`config.mk`:
```
export PLATFORM = sky130hd
export DESIGN_NAME = command_frame_broadcast_scheduler_unit_flat
export DESIGN_NICKNAME = d
export VERILOG_FILES = /design/src/hdl/cfbs_pkg.sv /design/src/hdl/cfbs_req_if.sv /design/src/hdl/cfbs_rsp_if.sv /design/src/hdl/command_frame_broadcast_scheduler_unit.sv /design/src/hdl/cfbs_parser.sv /design/src/hdl/cfbs_timer.sv /design/src/hdl/cfbs_rsp_buf.sv /design/src/flat_wrapper.sv
export SDC_FILE = /design/constraint.sdc
export NUM_CORES = 1
export LEC_CHECK = 0
export CAP_MARGIN = 20
export CORE_ASPECT_RATIO = 0.75
export CORE_MARGIN = 1
export CORE_UTILIZATION = 42
export DETAILED_ROUTE_END_ITERATION = 8
export DONT_BUFFER_PORTS = 1
export GPL_TIMING_DRIVEN = 1
export PLACE_DENSITY = 0.68
export SYNTH_ARGS = -nofsm -noshare
export SYNTH_HDL_FRONTEND = slang
export SYNTH_SLANG_ARGS = --single-unit
```
`constraint.sdc`:
```
create_clock -name clock -period 7.9 [get_ports clock]
set_input_delay 0.395 -clock clock [delete_from_list [all_inputs] [get_ports clock]]
set_output_delay 0.395 -clock clock [all_outputs]
set_load 0.02 [all_outputs]
```
`src/hdl/cfbs_pkg.sv`:
```
`timescale 1ns / 1ps

package cfbs_pkg;

   // Input commands
   typedef enum logic [1:0] {
      CMD_BYTE = 2'd0,
      CMD_TICK = 2'd1,
      CMD_ACK  = 2'd2
   } cmd_type;

   // Result events
   typedef enum logic [2:0] {
      EVT_WAKE_ACC  = 3'd0,
      EVT_PAIR_ACC  = 3'd1,
      EVT_CSUM_ERR  = 3'd2,
      EVT_WAKE_SEND = 3'd3,
      EVT_WAKE_DONE = 3'd4,
      EVT_PAIR_SEND = 3'd5
   } evt_type;

   // Register indexes on the csr port
   typedef enum logic [1:0] {
      CSR_WAKE_DURATION = 2'd0,
      CSR_WAKE_INTERVAL = 2'd1,
      CSR_PAIR_INTERVAL = 2'd2,
      CSR_PAIR_REPEAT   = 2'd3
   } csr_idx_type;

   // Frame constants
   localparam logic [7:0] START_BYTE = 8'hA5;
   localparam logic [7:0] END_BYTE   = 8'h5A;
   localparam logic [7:0] PAIR_TAG   = 8'h10;
   localparam logic [7:0] WAKE_TAG   = 8'h01;
   localparam logic [3:0] LEN_WAKE   = 4'd4;
   localparam logic [3:0] LEN_PAIR   = 4'd14;

   // Register reset values
   localparam logic [15:0] WAKE_DURATION_RST = 16'd15000;
   localparam logic [15:0] WAKE_INTERVAL_RST = 16'd400;
   localparam logic [15:0] PAIR_INTERVAL_RST = 16'd300;
   localparam logic [3:0]  PAIR_REPEAT_RST   = 4'd8;
   localparam logic [15:0] SAT16             = 16'hFFFF;

   typedef struct packed {
      logic [15:0] wake_duration_ms;
      logic [15:0] wake_interval_ms;
      logic [15:0] pair_interval_ms;
      logic [3:0]  pair_repeat_max;
   } cfg_type;

   typedef struct packed {
      logic [31:0] pair_hash;
      logic [31:0] child_ident;
      logic [7:0]  logical_ident;
   } pair_rec_type;

   // Parser result for one byte
   typedef struct packed {
      logic         valid;
      evt_type      event_res;
      pair_rec_type rec;
   } par_evt_type;

   // Broadcast starts raised by the parser
   typedef struct packed {
      logic wake_start;
      logic pair_start;
   } trig_type;

   // Timer results for one tick
   typedef struct packed {
      logic    wake_valid;
      evt_type wake_evt;
      logic    pair_valid;
      logic    pair_final;
   } tick_res_type;

   typedef struct packed {
      evt_type      event_res;
      pair_rec_type rec;
      logic         pair_final;
      logic         last;
   } res_type;

   function automatic logic [15:0] sat_inc(input logic [15:0] v);
      sat_inc = (v == SAT16) ? v : v + 16'd1;
   endfunction

endpackage

```
`src/hdl/cfbs_req_if.sv`:
```
`timescale 1ns / 1ps

interface cfbs_req_if;
   logic       valid;
   logic       ready;
   logic [1:0] command;
   logic [7:0] rx_byte;

   modport source (output valid, command, rx_byte, input ready);
   modport sink (input valid, command, rx_byte, output ready);
endinterface

```
`src/hdl/cfbs_rsp_if.sv`:
```
`timescale 1ns / 1ps

interface cfbs_rsp_if;
   logic        valid;
   logic        ready;
   logic [2:0]  event_res;
   logic [31:0] pair_hash;
   logic [31:0] child_ident;
   logic [7:0]  logical_ident;
   logic        pair_final;
   logic        last;

   modport source (output valid, event_res, pair_hash, child_ident, logical_ident,
                   pair_final, last, input ready);
   modport sink (input valid, event_res, pair_hash, child_ident, logical_ident,
                 pair_final, last, output ready);
endinterface

```
`src/hdl/command_frame_broadcast_scheduler_unit.sv`:
```
`timescale 1ns / 1ps

// Channel   Role    Payload
// req_if    sink    command, rx_byte
// rsp_if    source  event_res, pair_hash, child_ident, logical_ident, pair_final, last
// csr_*     write   csr_write_enable, csr_index, csr_write_data
//
// An item is decoded in the cycle it is taken and its results land in a two-entry
// result buffer at the same edge: one item per cycle while each gives at most one result
// and rsp_if takes it; a tick that gives two results holds req_if.ready low.
// Reset is synchronous; registers return to their defaults and no results are pending.
// rsp_if stalls hold the buffer; a new item is taken once the buffer's last entry leaves.

module command_frame_broadcast_scheduler_unit #(
   parameter int FRAME_BUFFER_BYTES = 16
) (
   input  logic              clock,
   input  logic              reset,
   cfbs_req_if.sink          req_if,
   cfbs_rsp_if.source        rsp_if,
   input  logic              csr_write_enable,
   input  logic [1:0]        csr_index,
   input  logic [15:0]       csr_write_data
);

   cfbs_pkg::cfg_type      cfg_ff, cfg_in;
   cfbs_pkg::par_evt_type  par_evt;
   cfbs_pkg::trig_type     trig;
   cfbs_pkg::pair_rec_type stored;
   cfbs_pkg::tick_res_type tick_res;
   cfbs_pkg::res_type      res0, res1, out_res;

   logic       accept, can_load, byte_en, tick_en, ack_en;
   logic [1:0] res_count;

   // Configuration registers
   always_comb begin
      cfg_in = cfg_ff;
      if (csr_write_enable) begin
         case (csr_index)
            cfbs_pkg::CSR_WAKE_DURATION: cfg_in.wake_duration_ms = csr_write_data;
            cfbs_pkg::CSR_WAKE_INTERVAL: cfg_in.wake_interval_ms = csr_write_data;
            cfbs_pkg::CSR_PAIR_INTERVAL: cfg_in.pair_interval_ms = csr_write_data;
            cfbs_pkg::CSR_PAIR_REPEAT:   cfg_in.pair_repeat_max  = csr_write_data[3:0];
            default:                     cfg_in = cfg_ff;
         endcase
      end
   end

   always_ff @(posedge clock) begin
      if (reset) begin
         cfg_ff.wake_duration_ms <= cfbs_pkg::WAKE_DURATION_RST;
         cfg_ff.wake_interval_ms <= cfbs_pkg::WAKE_INTERVAL_RST;
         cfg_ff.pair_interval_ms <= cfbs_pkg::PAIR_INTERVAL_RST;
         cfg_ff.pair_repeat_max  <= cfbs_pkg::PAIR_REPEAT_RST;
      end else begin
         cfg_ff <= cfg_in;
      end
   end

   // Input transfer and command decode
   assign req_if.ready = can_load;
   assign accept  = req_if.valid && can_load;
   assign byte_en = accept && (req_if.command == cfbs_pkg::CMD_BYTE);
   assign tick_en = accept && (req_if.command == cfbs_pkg::CMD_TICK);
   assign ack_en  = accept && (req_if.command == cfbs_pkg::CMD_ACK);

   cfbs_parser #(
      .FRAME_BUFFER_BYTES (FRAME_BUFFER_BYTES)
   ) u_parser (
      .clock   (clock),
      .reset   (reset),
      .byte_en (byte_en),
      .rx_byte (req_if.rx_byte),
      .par_evt (par_evt),
      .trig    (trig),
      .stored  (stored)
   );

   cfbs_timer u_timer (
      .clock    (clock),
      .reset    (reset),
      .tick_en  (tick_en),
      .ack_en   (ack_en),
      .trig     (trig),
      .cfg      (cfg_ff),
      .tick_res (tick_res)
   );

   // Gather the results of this item, wake result ahead of pair result
   always_comb begin
      res0 = '0;
      res1 = '0;
      res_count = 2'd0;
      res1.event_res  = cfbs_pkg::EVT_PAIR_SEND;
      res1.rec        = stored;
      res1.pair_final = tick_res.pair_final;
      res1.last       = 1'b1;
      if (byte_en) begin
         res0.event_res = par_evt.event_res;
         res0.rec       = par_evt.rec;
         res_count      = {1'b0, par_evt.valid};
      end else if (tick_en) begin
         if (tick_res.wake_valid) begin
            res0.event_res = tick_res.wake_evt;
            res_count      = tick_res.pair_valid ? 2'd2 : 2'd1;
         end else if (tick_res.pair_valid) begin
            res0.event_res  = cfbs_pkg::EVT_PAIR_SEND;
            res0.rec        = stored;
            res0.pair_final = tick_res.pair_final;
            res_count       = 2'd1;
         end
      end
      res0.last = (res_count == 2'd1);
   end

   cfbs_rsp_buf u_rsp_buf (
      .clock      (clock),
      .reset      (reset),
      .load       (accept),
      .load_count (res_count),
      .res0       (res0),
      .res1       (res1),
      .can_load   (can_load),
      .out_valid  (rsp_if.valid),
      .out_ready  (rsp_if.ready),
      .out_res    (out_res)
   );

   assign rsp_if.event_res     = out_res.event_res;
   assign rsp_if.pair_hash     = out_res.rec.pair_hash;
   assign rsp_if.child_ident   = out_res.rec.child_ident;
   assign rsp_if.logical_ident = out_res.rec.logical_ident;
   assign rsp_if.pair_final    = out_res.pair_final;
   assign rsp_if.last          = out_res.last;

endmodule

```
`src/hdl/cfbs_parser.sv`:
```
`timescale 1ns / 1ps

module cfbs_parser #(
   parameter int FRAME_BUFFER_BYTES = 16
) (
   input  logic                   clock,
   input  logic                   reset,
   input  logic                   byte_en,
   input  logic [7:0]             rx_byte,
   output cfbs_pkg::par_evt_type  par_evt,
   output cfbs_pkg::trig_type     trig,
   output cfbs_pkg::pair_rec_type stored
);

   localparam int IDX_W = $clog2(FRAME_BUFFER_BYTES);
   localparam int CNT_W = $clog2(FRAME_BUFFER_BYTES + 1);

   logic [7:0]             frame_ff [FRAME_BUFFER_BYTES];
   logic [CNT_W-1:0]       index_ff, index_in;
   logic [3:0]             exp_ff, exp_in;
   logic [7:0]             xor_ff, xor_in;
   cfbs_pkg::pair_rec_type stored_ff, stored_in;

   logic                   hunting, take, done, wake_ok, pair_frame, csum_ok;
   logic [CNT_W-1:0]       index_inc;
   logic [3:0]             exp_base, exp_next;
   logic [7:0]             xor_base, xor_next;
   cfbs_pkg::pair_rec_type frame_rec;

   // Frame decode for the current byte
   always_comb begin
      hunting   = (index_ff == '0);
      take      = byte_en && (!hunting || (rx_byte == cfbs_pkg::START_BYTE));
      xor_base  = hunting ? 8'd0 : xor_ff;
      exp_base  = hunting ? 4'd0 : exp_ff;
      index_inc = index_ff + CNT_W'(1);
      xor_next  = (index_ff >= CNT_W'(1) && index_ff <= CNT_W'(11)) ?
                  (xor_base ^ rx_byte) : xor_base;
      if (index_inc == CNT_W'(2)) begin
         exp_next = (rx_byte == cfbs_pkg::WAKE_TAG) ? cfbs_pkg::LEN_WAKE
                                                    : cfbs_pkg::LEN_PAIR;
      end else begin
         exp_next = exp_base;
      end
      done = (exp_next != 4'd0) && (index_inc >= CNT_W'(exp_next));

      wake_ok    = (exp_next == cfbs_pkg::LEN_WAKE) &&
                   (frame_ff[0] == cfbs_pkg::START_BYTE) &&
                   (frame_ff[1] == cfbs_pkg::WAKE_TAG) &&
                   (frame_ff[2] == cfbs_pkg::WAKE_TAG) &&
                   (rx_byte == cfbs_pkg::END_BYTE);
      pair_frame = (exp_next == cfbs_pkg::LEN_PAIR) &&
                   (frame_ff[0] == cfbs_pkg::START_BYTE) &&
                   (frame_ff[2] == cfbs_pkg::PAIR_TAG) &&
                   (rx_byte == cfbs_pkg::END_BYTE);
      csum_ok    = (frame_ff[12] == xor_next);

      frame_rec.pair_hash     = {frame_ff[3], frame_ff[4], frame_ff[5], frame_ff[6]};
      frame_rec.child_ident   = {frame_ff[7], frame_ff[8], frame_ff[9], frame_ff[10]};
      frame_rec.logical_ident = frame_ff[11];

      trig.wake_start = take && done && wake_ok;
      trig.pair_start = take && done && !wake_ok && pair_frame && csum_ok;

      par_evt.valid = take && done && (wake_ok || pair_frame);
      if (wake_ok) begin
         par_evt.event_res = cfbs_pkg::EVT_WAKE_ACC;
      end else if (csum_ok) begin
         par_evt.event_res = cfbs_pkg::EVT_PAIR_ACC;
      end else begin
         par_evt.event_res = cfbs_pkg::EVT_CSUM_ERR;
      end
      par_evt.rec = (!wake_ok && csum_ok) ? frame_rec : '0;

      // Next parser state
      index_in  = index_ff;
      exp_in    = exp_ff;
      xor_in    = xor_ff;
      stored_in = stored_ff;
      if (take) begin
         xor_in = xor_next;
         if (done || index_inc >= CNT_W'(FRAME_BUFFER_BYTES)) begin
            index_in = '0;
            exp_in   = 4'd0;
         end else begin
            index_in = index_inc;
            exp_in   = exp_next;
         end
      end
      if (trig.pair_start) begin
         stored_in = frame_rec;
      end
   end

   // Frame buffer: every byte taken for the current frame
   always_ff @(posedge clock) begin
      if (take) begin
         frame_ff[index_ff[IDX_W-1:0]] <= rx_byte;
      end
   end

   always_ff @(posedge clock) begin
      if (reset) begin
         index_ff  <= '0;
         exp_ff    <= 4'd0;
         xor_ff    <= 8'd0;
         stored_ff <= '0;
      end else begin
         index_ff  <= index_in;
         exp_ff    <= exp_in;
         xor_ff    <= xor_in;
         stored_ff <= stored_in;
      end
   end

   assign stored = stored_ff;

endmodule

```
`src/hdl/cfbs_timer.sv`:
```
`timescale 1ns / 1ps

module cfbs_timer (
   input  logic                   clock,
   input  logic                   reset,
   input  logic                   tick_en,
   input  logic                   ack_en,
   input  cfbs_pkg::trig_type     trig,
   input  cfbs_pkg::cfg_type      cfg,
   output cfbs_pkg::tick_res_type tick_res
);

   logic        wake_active_ff, wake_active_in;
   logic [15:0] wake_elapsed_ff, wake_elapsed_in;
   logic [15:0] wake_since_ff, wake_since_in;
   logic        pair_active_ff, pair_active_in;
   logic [3:0]  pair_count_ff, pair_count_in;
   logic [15:0] pair_since_ff, pair_since_in;

   logic [15:0] wake_el_inc, wake_si_inc, pair_si_inc;
   logic [3:0]  pair_count_inc;

   always_comb begin
      wake_el_inc    = cfbs_pkg::sat_inc(wake_elapsed_ff);
      wake_si_inc    = cfbs_pkg::sat_inc(wake_since_ff);
      pair_si_inc    = cfbs_pkg::sat_inc(pair_since_ff);
      pair_count_inc = pair_count_ff + 4'd1;

      wake_active_in  = wake_active_ff;
      wake_elapsed_in = wake_elapsed_ff;
      wake_since_in   = wake_since_ff;
      pair_active_in  = pair_active_ff;
      pair_count_in   = pair_count_ff;
      pair_since_in   = pair_since_ff;

      tick_res.wake_valid = 1'b0;
      tick_res.wake_evt   = cfbs_pkg::EVT_WAKE_SEND;
      tick_res.pair_valid = 1'b0;
      tick_res.pair_final = 1'b0;

      // Wake broadcast schedule
      if (tick_en && wake_active_ff) begin
         wake_elapsed_in = wake_el_inc;
         wake_since_in   = wake_si_inc;
         if (wake_el_inc >= cfg.wake_duration_ms) begin
            wake_active_in      = 1'b0;
            tick_res.wake_valid = 1'b1;
            tick_res.wake_evt   = cfbs_pkg::EVT_WAKE_DONE;
         end else if (wake_si_inc >= cfg.wake_interval_ms) begin
            wake_since_in       = 16'd0;
            tick_res.wake_valid = 1'b1;
         end
      end

      // Pair broadcast schedule
      if (tick_en && pair_active_ff && (pair_count_ff < cfg.pair_repeat_max)) begin
         pair_since_in = pair_si_inc;
         if (pair_si_inc >= cfg.pair_interval_ms) begin
            pair_since_in       = 16'd0;
            pair_count_in       = pair_count_inc;
            tick_res.pair_valid = 1'b1;
            tick_res.pair_final = (pair_count_inc >= cfg.pair_repeat_max);
            if (tick_res.pair_final) begin
               pair_active_in = 1'b0;
            end
         end
      end

      if (ack_en) begin
         pair_active_in = 1'b0;
      end

      // Triggers from the parser restart timing
      if (trig.wake_start) begin
         wake_active_in  = 1'b1;
         wake_elapsed_in = 16'd0;
         wake_since_in   = cfbs_pkg::SAT16;
      end
      if (trig.pair_start) begin
         pair_active_in = 1'b1;
         pair_count_in  = 4'd0;
         pair_since_in  = cfbs_pkg::SAT16;
      end
   end

   always_ff @(posedge clock) begin
      if (reset) begin
         wake_active_ff  <= 1'b0;
         wake_elapsed_ff <= 16'd0;
         wake_since_ff   <= cfbs_pkg::SAT16;
         pair_active_ff  <= 1'b0;
         pair_count_ff   <= 4'd0;
         pair_since_ff   <= cfbs_pkg::SAT16;
      end else begin
         wake_active_ff  <= wake_active_in;
         wake_elapsed_ff <= wake_elapsed_in;
         wake_since_ff   <= wake_since_in;
         pair_active_ff  <= pair_active_in;
         pair_count_ff   <= pair_count_in;
         pair_since_ff   <= pair_since_in;
      end
   end

endmodule

```
`src/hdl/cfbs_rsp_buf.sv`:
```
`timescale 1ns / 1ps

module cfbs_rsp_buf (
   input  logic              clock,
   input  logic              reset,
   input  logic              load,
   input  logic [1:0]        load_count,
   input  cfbs_pkg::res_type res0,
   input  cfbs_pkg::res_type res1,
   output logic              can_load,
   output logic              out_valid,
   input  logic              out_ready,
   output cfbs_pkg::res_type out_res
);

   logic [1:0]        count_ff, count_in;
   cfbs_pkg::res_type slot0_ff, slot0_in;
   cfbs_pkg::res_type slot1_ff, slot1_in;

   // Holds the results of one item; drained one transfer at a time
   always_comb begin
      can_load  = (count_ff == 2'd0) || ((count_ff == 2'd1) && out_ready);
      out_valid = (count_ff != 2'd0);
      out_res   = slot0_ff;

      count_in = count_ff;
      slot0_in = slot0_ff;
      slot1_in = slot1_ff;
      if (out_valid && out_ready) begin
         if (count_ff == 2'd2) begin
            slot0_in = slot1_ff;
            count_in = 2'd1;
         end else begin
            count_in = 2'd0;
         end
      end
      if (load) begin
         slot0_in = res0;
         slot1_in = res1;
         count_in = load_count;
      end
   end

   always_ff @(posedge clock) begin
      if (reset) begin
         count_ff <= 2'd0;
      end else begin
         count_ff <= count_in;
      end
   end

   always_ff @(posedge clock) begin
      slot0_ff <= slot0_in;
      slot1_ff <= slot1_in;
   end

endmodule

```
`src/flat_wrapper.sv`:
```
// flat-port wrapper written by rule: the top's interface ports become plain ports
module command_frame_broadcast_scheduler_unit_flat 
#(
   parameter int FRAME_BUFFER_BYTES = 16
)
  (clock, reset, csr_write_enable, csr_index, csr_write_data, req_if_valid, req_if_command, req_if_rx_byte, req_if_ready, rsp_if_valid, rsp_if_event_res, rsp_if_pair_hash, rsp_if_child_ident, rsp_if_logical_ident, rsp_if_pair_final, rsp_if_last, rsp_if_ready);
  cfbs_req_if req_if_i ();
  cfbs_rsp_if rsp_if_i ();
  input  logic clock;
  input  logic reset;
  input  logic csr_write_enable;
  input  logic [1:0] csr_index;
  input  logic [15:0] csr_write_data;
  input wire logic [$bits(req_if_i.valid)-1:0] req_if_valid;
  input wire logic [$bits(req_if_i.command)-1:0] req_if_command;
  input wire logic [$bits(req_if_i.rx_byte)-1:0] req_if_rx_byte;
  output wire logic [$bits(req_if_i.ready)-1:0] req_if_ready;
  output wire logic [$bits(rsp_if_i.valid)-1:0] rsp_if_valid;
  output wire logic [$bits(rsp_if_i.event_res)-1:0] rsp_if_event_res;
  output wire logic [$bits(rsp_if_i.pair_hash)-1:0] rsp_if_pair_hash;
  output wire logic [$bits(rsp_if_i.child_ident)-1:0] rsp_if_child_ident;
  output wire logic [$bits(rsp_if_i.logical_ident)-1:0] rsp_if_logical_ident;
  output wire logic [$bits(rsp_if_i.pair_final)-1:0] rsp_if_pair_final;
  output wire logic [$bits(rsp_if_i.last)-1:0] rsp_if_last;
  input wire logic [$bits(rsp_if_i.ready)-1:0] rsp_if_ready;
  assign req_if_i.valid = req_if_valid;
  assign req_if_i.command = req_if_command;
  assign req_if_i.rx_byte = req_if_rx_byte;
  assign req_if_ready = req_if_i.ready;
  assign rsp_if_valid = rsp_if_i.valid;
  assign rsp_if_event_res = rsp_if_i.event_res;
  assign rsp_if_pair_hash = rsp_if_i.pair_hash;
  assign rsp_if_child_ident = rsp_if_i.child_ident;
  assign rsp_if_logical_ident = rsp_if_i.logical_ident;
  assign rsp_if_pair_final = rsp_if_i.pair_final;
  assign rsp_if_last = rsp_if_i.last;
  assign rsp_if_i.ready = rsp_if_ready;
  command_frame_broadcast_scheduler_unit #(.FRAME_BUFFER_BYTES(FRAME_BUFFER_BYTES)) u_core (.clock(clock), .reset(reset), .req_if(req_if_i), .rsp_if(rsp_if_i), .csr_write_enable(csr_write_enable), .csr_index(csr_index), .csr_write_data(csr_write_data));
endmodule
```
* Yosys cells after proc, flatten, opt, wreduce, memory -nomap -nowiden
Memories as Yosys holds them, arrays and structs flattened.
Cells that the tools add are included.
** Storage, ports and cells
- Register bits :: 347
- RAM bits :: 128
- Word-level logic and storage cells :: 169
- Memories kept :: 1
** Cells by class
- Add/sub/neg operators :: 5
- $lt $le $gt $ge :: 9
- Eq/ne operators :: 22
- Muxes and demuxes :: 49
- Bitwise operators :: 1
- Reductions and logical operators :: 55
** Memory list
- u_core.u_parser.frame_ff :: words 16, bits a word 8, read ports 13, clocked after memory_dff 0, wr ports 1, line cfbs_parser.sv:18 : logic [7:0] frame_ff [FRAME_BUFFER_BYTES];
** Operators with widths (number)
- $mux 77 :: 3
- $mux 76 :: 2
- $mux 16 :: 6
- $mux 75 :: 1
- $mux 73 :: 1
- $mux 72 :: 1
- $add 16x1->16 const B :: 3
- $eq 16x16->1 const B :: 3
- $ge 16x16->1 :: 3
- $logic_and 1x1->1 :: 26
- $eq 8x1->1 const B :: 3
- $mux 2 :: 10
- $mux 4 :: 5
- $eq 8x8->1 const B :: 2
- $mux 8 :: 2
- $mux 1 :: 15
- $reduce_and 2->1 :: 7
- $reduce_bool 2->1 :: 5
- $reduce_bool 3->1 :: 3
- $eq 2x1->1 const B :: 4
- $eq 2x2->1 const B :: 4
- $eq 8x5->1 const B :: 1
- $eq 8x7->1 const B :: 1
- $eq 8x8->1 :: 1
- other kinds (21) :: 29

* Logic depth before layout (Yosys ltp)
- Depth in word-level cells :: 14
- Depth in mapped cells :: 19
- Gate-level depth less buffers :: 17

* By module
A second synthesis with hierarchy kept.
** Second synthesis, totals
- Cells, all modules :: 2130
- Area, all modules :: 22689.3 sq um
** By module, submodules not included
- cfbs_parser :: times used 1, cells each 785, area an instance 8572.0 sq um
- cfbs_rsp_buf :: times used 1, cells each 253, area an instance 5672.9 sq um
- cfbs_timer :: times used 1, cells each 621, area an instance 4764.6 sq um
- command_frame_broadcast_scheduler_unit :: times used 1, cells each 471, area an instance 3679.8 sq um

* Worst setup path after synthesis
OpenSTA, ideal clock, no wires.
- Kind :: input to register
- Start :: in req_if_valid
- End :: reg u_core.u_rsp_buf.slot0_ff, in the netlist u_core.u_rsp_buf.out_res[0] (enable)
- Setup time :: 618 ps
- Arrival time :: 6037 ps
- Data required time :: 7282 ps
- Setup slack :: 1245 ps
- Cell stages on the path :: 3
- Path buffers :: 0
- Cell sequence :: nor2b_1 > a21oi_1 > o21ai_0
** On the way
- Word-level cells in the longest chain between the ends :: 3
- Elaborated cells on any way between the ends :: 4
- Those cells by class :: reduce/logical (4)
** Ends and longest elaborated chain
- from (decl) :: line flat_wrapper.sv:14 : input wire logic [$bits(req_if_i.valid)-1:0] req_if_valid;
- $logic_and 1x1->1 * :: line command_frame_broadcast_scheduler_unit.sv:63 : assign accept = req_if.valid && can_load;
- $reduce_bool 2->1 (no source line)
- $reduce_and 2->1 (no source line) *
- to (signal assigned) :: line cfbs_rsp_buf.sv:53 : slot0_ff <= slot0_in;
- to (decl) :: line cfbs_rsp_buf.sv:17 : cfbs_pkg::res_type slot0_ff, slot0_in;
Every way passes the cells marked *; elsewhere a longest branch is shown, timed or not.
A chain may end at the register's enable or synchronous reset.

==> reports/qor.txt <==
CTS sink cnt: 451
Die ar.: 49200 µm²
Ys Warns: 0
initial DRC count: 1440
worst flop-to-flop path endpoint: u_core.u_rsp_buf.out_res[72]$_DFFE_PP_
final setup TNS: 0 ns
fin cells: 2471
DRC: 0
first-pass GRT wire length: 82500 µm
Sw Ratio: 22.3%
r2r setup slk: 2.46 ns
fin area: 22600 µm²
I/O pins: 112
area post-placement: 20700 µm²
gpl congestion: 0.869
die width: 256 µm
Avg Vias per Cell: 6.05
top cell type's share of synthesized area: 37.6%
drt pass-1 iters: 5
share of cells above drive strength 1: 6.61%
initial antenna violation count: 3
type of origin of the critical path: flop
Setup Viol. Count Final: 0
Top FF cell, synth: edfxtp_1
Flop pwr share: 52.0%
RR Startpoint: u_core.u_timer.wake_elapsed_ff[5]$_SDFFE_PP0P_
clk root buf: clkbuf_16
worst hold-check path type: in2reg
H-Tree Depth: 2
Mean Syn Cell Area: 11.1 µm²
Skew-Pair Late Insertion Delay: 0.59 ns
Leak: 7.95 nW
CP Max Fanout: 72
largest net degree at the start of global routing: 130
clk_skew: 0.0163 ns
Seq. cell area: 11600 µm²
vias after detailed routing: 14900
DP Cell Count: 2353
post-DP HPWL: 30300 µm
Core Area: 47500 µm²
FF+latch count, synth: 451
vias in the first global route: 14100
Worst Tran Pin Value: 1.05 ns
CTS buffer count: 48
routed len/inst: 21.8 µm
Post-synth top cells: edfxtp_1 (254), dfxtp_1 (197), a21oi_1 (172)
area of the multi-input gates: 7920 µm²
Antenna Violating Nets Remaining: 0
CTS tree: yes
CTS resizes: 0
Final Cycle Share: 68.8%
# nets final: 1895
Post-Syn Area: 20300 µm²
Port-buffer cells: 0
NetSw: 1.11 mW
fin. max-slew vios: 0
fraction of registers with async set/reset: 0%
reg2reg path depth: 13
CP Data Required Time: 8.35 ns
Post-CTS Setup Inserts: 0
Netlist cell types: 69
clock tree buffer depth: 3
overall power: 4.96 mW
status: completed
Final Critical Period: 5.44 ns
DIE HEIGHT: 192 µm
post-synthesis instance total: 1826
routed wire length: 53900 µm
Worst Setup EP: u_core.u_rsp_buf.out_res[72]$_DFFE_PP_
Worst EP arrival: 5.89 ns
number of synthesized flops with an enable pin: 254
num rows: 69
Worst VDD drop: 0.000152 V
Fin. Hold Viols: 0
RSZ-0062 raised after global routing: false
hold_buf cts: 25
sequential-to-total area share from yosys stat: 57.1%
Fmax: 0.184 GHz
internal power: 3.85 mW
syn_nets: 1929
top cell type by total area after synthesis: edfxtp_1
fillers: 4264
global-route usage over all layers: 21.3%
Max Cap Viol: 0
Initial Util: 42.7%
Hold WS: 0.0285 ns
Pwr Density: 220 nW/µm²
endpoint class of the critical path: flop
clock group share of total power: 44.9%
ranking of synthesized cells by area: edfxtp_1 (38%), dfxtp_1 (19%), a221o_1 (4.5%), ha_1 (4.3%), a21oi_1 (4.2%)
synthesis-to-layout area growth: 11.3%
most common cell in the netlist: edfxtp_1
critical path class: reg2reg
GRT overflow: 0
normalized max-slew margin: 29.7%
combinational power share: 3.1%
Worst Setup SP: u_core.u_timer.wake_elapsed_ff[5]$_SDFFE_PP0P_
Worst-path clk slew: 0.06 ns
## cell families after synthesis
logic type / Yosys count / share of synthesized area [%]
AOI/OAI and AO/OA: 460 / 16.0
xor gates and xnor gates: 63 / 2.76
adders and majority gates: 70 / 4.32
buffers and inverters: 195 / 4.14
DFF: 451 / 57.1
muxes: 11 / 0.574
and+or+nand+nor: 576 / 15.2
## power by group through the flow
stage          Sequential (mW)  Clock [mW]  Combinational, mW
2_1_floorplan             2.62           0             0.0858
4_1_cts                   2.58        2.26              0.150
5_1_grt                   2.58        2.35              0.166
3_5_place_dp              2.63           0              0.105
3_3_place_gp              2.63           0             0.0998
6_report                  2.58        2.23              0.153
## critical path, cell delays in order, from the launching register on
cell	delay [ns]
dfxtp_1	0.41
nand2_1	0.18
nor4_1	0.76
nand4_1	0.70
a21oi_1	0.42
ha_1	0.29
and3_1	0.16
a221o_1	0.35
a211oi_1	0.30
o31a_1	0.24
a21oi_1	0.14
nor3_2	0.23
buf_4	0.77
a221o_1	0.30
## stage by stage
| stage | worst slack (ns) | util (%) |
|---|---|---|
| finish | 2.46 | 47.5 |
| global placement | 2.62 | 43.5 |
| global route | 2.05 | 47.5 |
| floorplan | 1.24 | - |
| detailed placement | 2.55 | 43.6 |
| CTS | 2.49 | 47.4 |
## layout by cell type (no fill, tap or decap), drive strengths merged, types with 7 or more instances in the layout
master / netlist / layout
a211o: 7 / 7
a21o: 20 / 20
a21oi: 172 / 172
a221o: 92 / 92
and2: 81 / 81
and3: 27 / 27
buf: 47 / 23
clkbuf: 84 / 69
clkinv: 1 / 16
dfxtp: 197 / 197
dlygate4sd3: 0 / 24
edfxtp: 254 / 254
ha: 70 / 70
inv: 63 / 65
nand2: 166 / 166
nand2b: 16 / 16
nand3: 45 / 45
nand4: 97 / 97
nor2: 67 / 67
nor2b: 11 / 11
nor3: 16 / 16
nor4: 10 / 10
o211ai: 21 / 21
o21ai: 31 / 31
o31ai: 78 / 78
xnor2: 39 / 39
xor2: 24 / 24
## state kept, by name (all words and copies together) (netlist names)
name	count
u_core.cfg_ff	52
u_core.u_parser.exp_ff	4
u_core.u_parser.frame_ff	104
u_core.u_parser.index_ff	5
u_core.u_parser.stored	72
u_core.u_parser.xor_ff	8
u_core.u_rsp_buf.count_ff	2
u_core.u_rsp_buf.out_res	77
u_core.u_rsp_buf.slot1_ff	73
u_core.u_timer.pair_active_ff	1
u_core.u_timer.pair_count_ff	4
u_core.u_timer.pair_since_ff	16
u_core.u_timer.wake_active_ff	1
u_core.u_timer.wake_elapsed_ff	16
u_core.u_timer.wake_since_ff	16
## cell type report
cell class                      count  area share, %
Sequential cell                   451           51.3
Multi-Input combinational cell   1180           35.1
Clock buffer                       69           6.08
Tap cell                          639           3.54
Timing Repair Buffer               47           2.08
Inverter                           64           1.07
Clock inverter                     20          0.815
Antenna cell                        1         0.0111
## worst min path at each step
stage	start	end	slack, ns	depth (start not counted)
6_report	rsp_if_ready	u_core.u_rsp_buf.count_ff[1]$_SDFFE_PP0P_	0.03	3
5_1_grt	rsp_if_ready	u_core.u_rsp_buf.count_ff[1]$_SDFFE_PP0P_	0.05	3
4_1_cts	rsp_if_ready	u_core.u_rsp_buf.count_ff[1]$_SDFFE_PP0P_	0.0006	3
2_1_floorplan	u_core.u_parser.stored[8]$_SDFFE_PP0P_	u_core.u_rsp_buf.slot1_ff[10]$_DFFE_PP_	0.43	0
3_3_place_gp	u_core.u_parser.stored[16]$_SDFFE_PP0P_	u_core.u_rsp_buf.slot1_ff[18]$_DFFE_PP_	0.44	0
3_5_place_dp	u_core.u_parser.exp_ff[2]$_SDFFE_PP0P_	u_core.u_parser.exp_ff[2]$_SDFFE_PP0P_	0.44	2
## per-layer routing
metal | part of all wire, % | up-vias | track usage [%]
met2 | 44 | 625 | 32.8
met1 | 45 | 7425 | 30.5
met3 | 8.4 | 80 | 4.18
met5 | 0.054 | - | 0
met4 | 1.9 | 4 | 6.10
li1 | - | 6809 | -
Note: power is estimated with default switching activity, not from simulation.
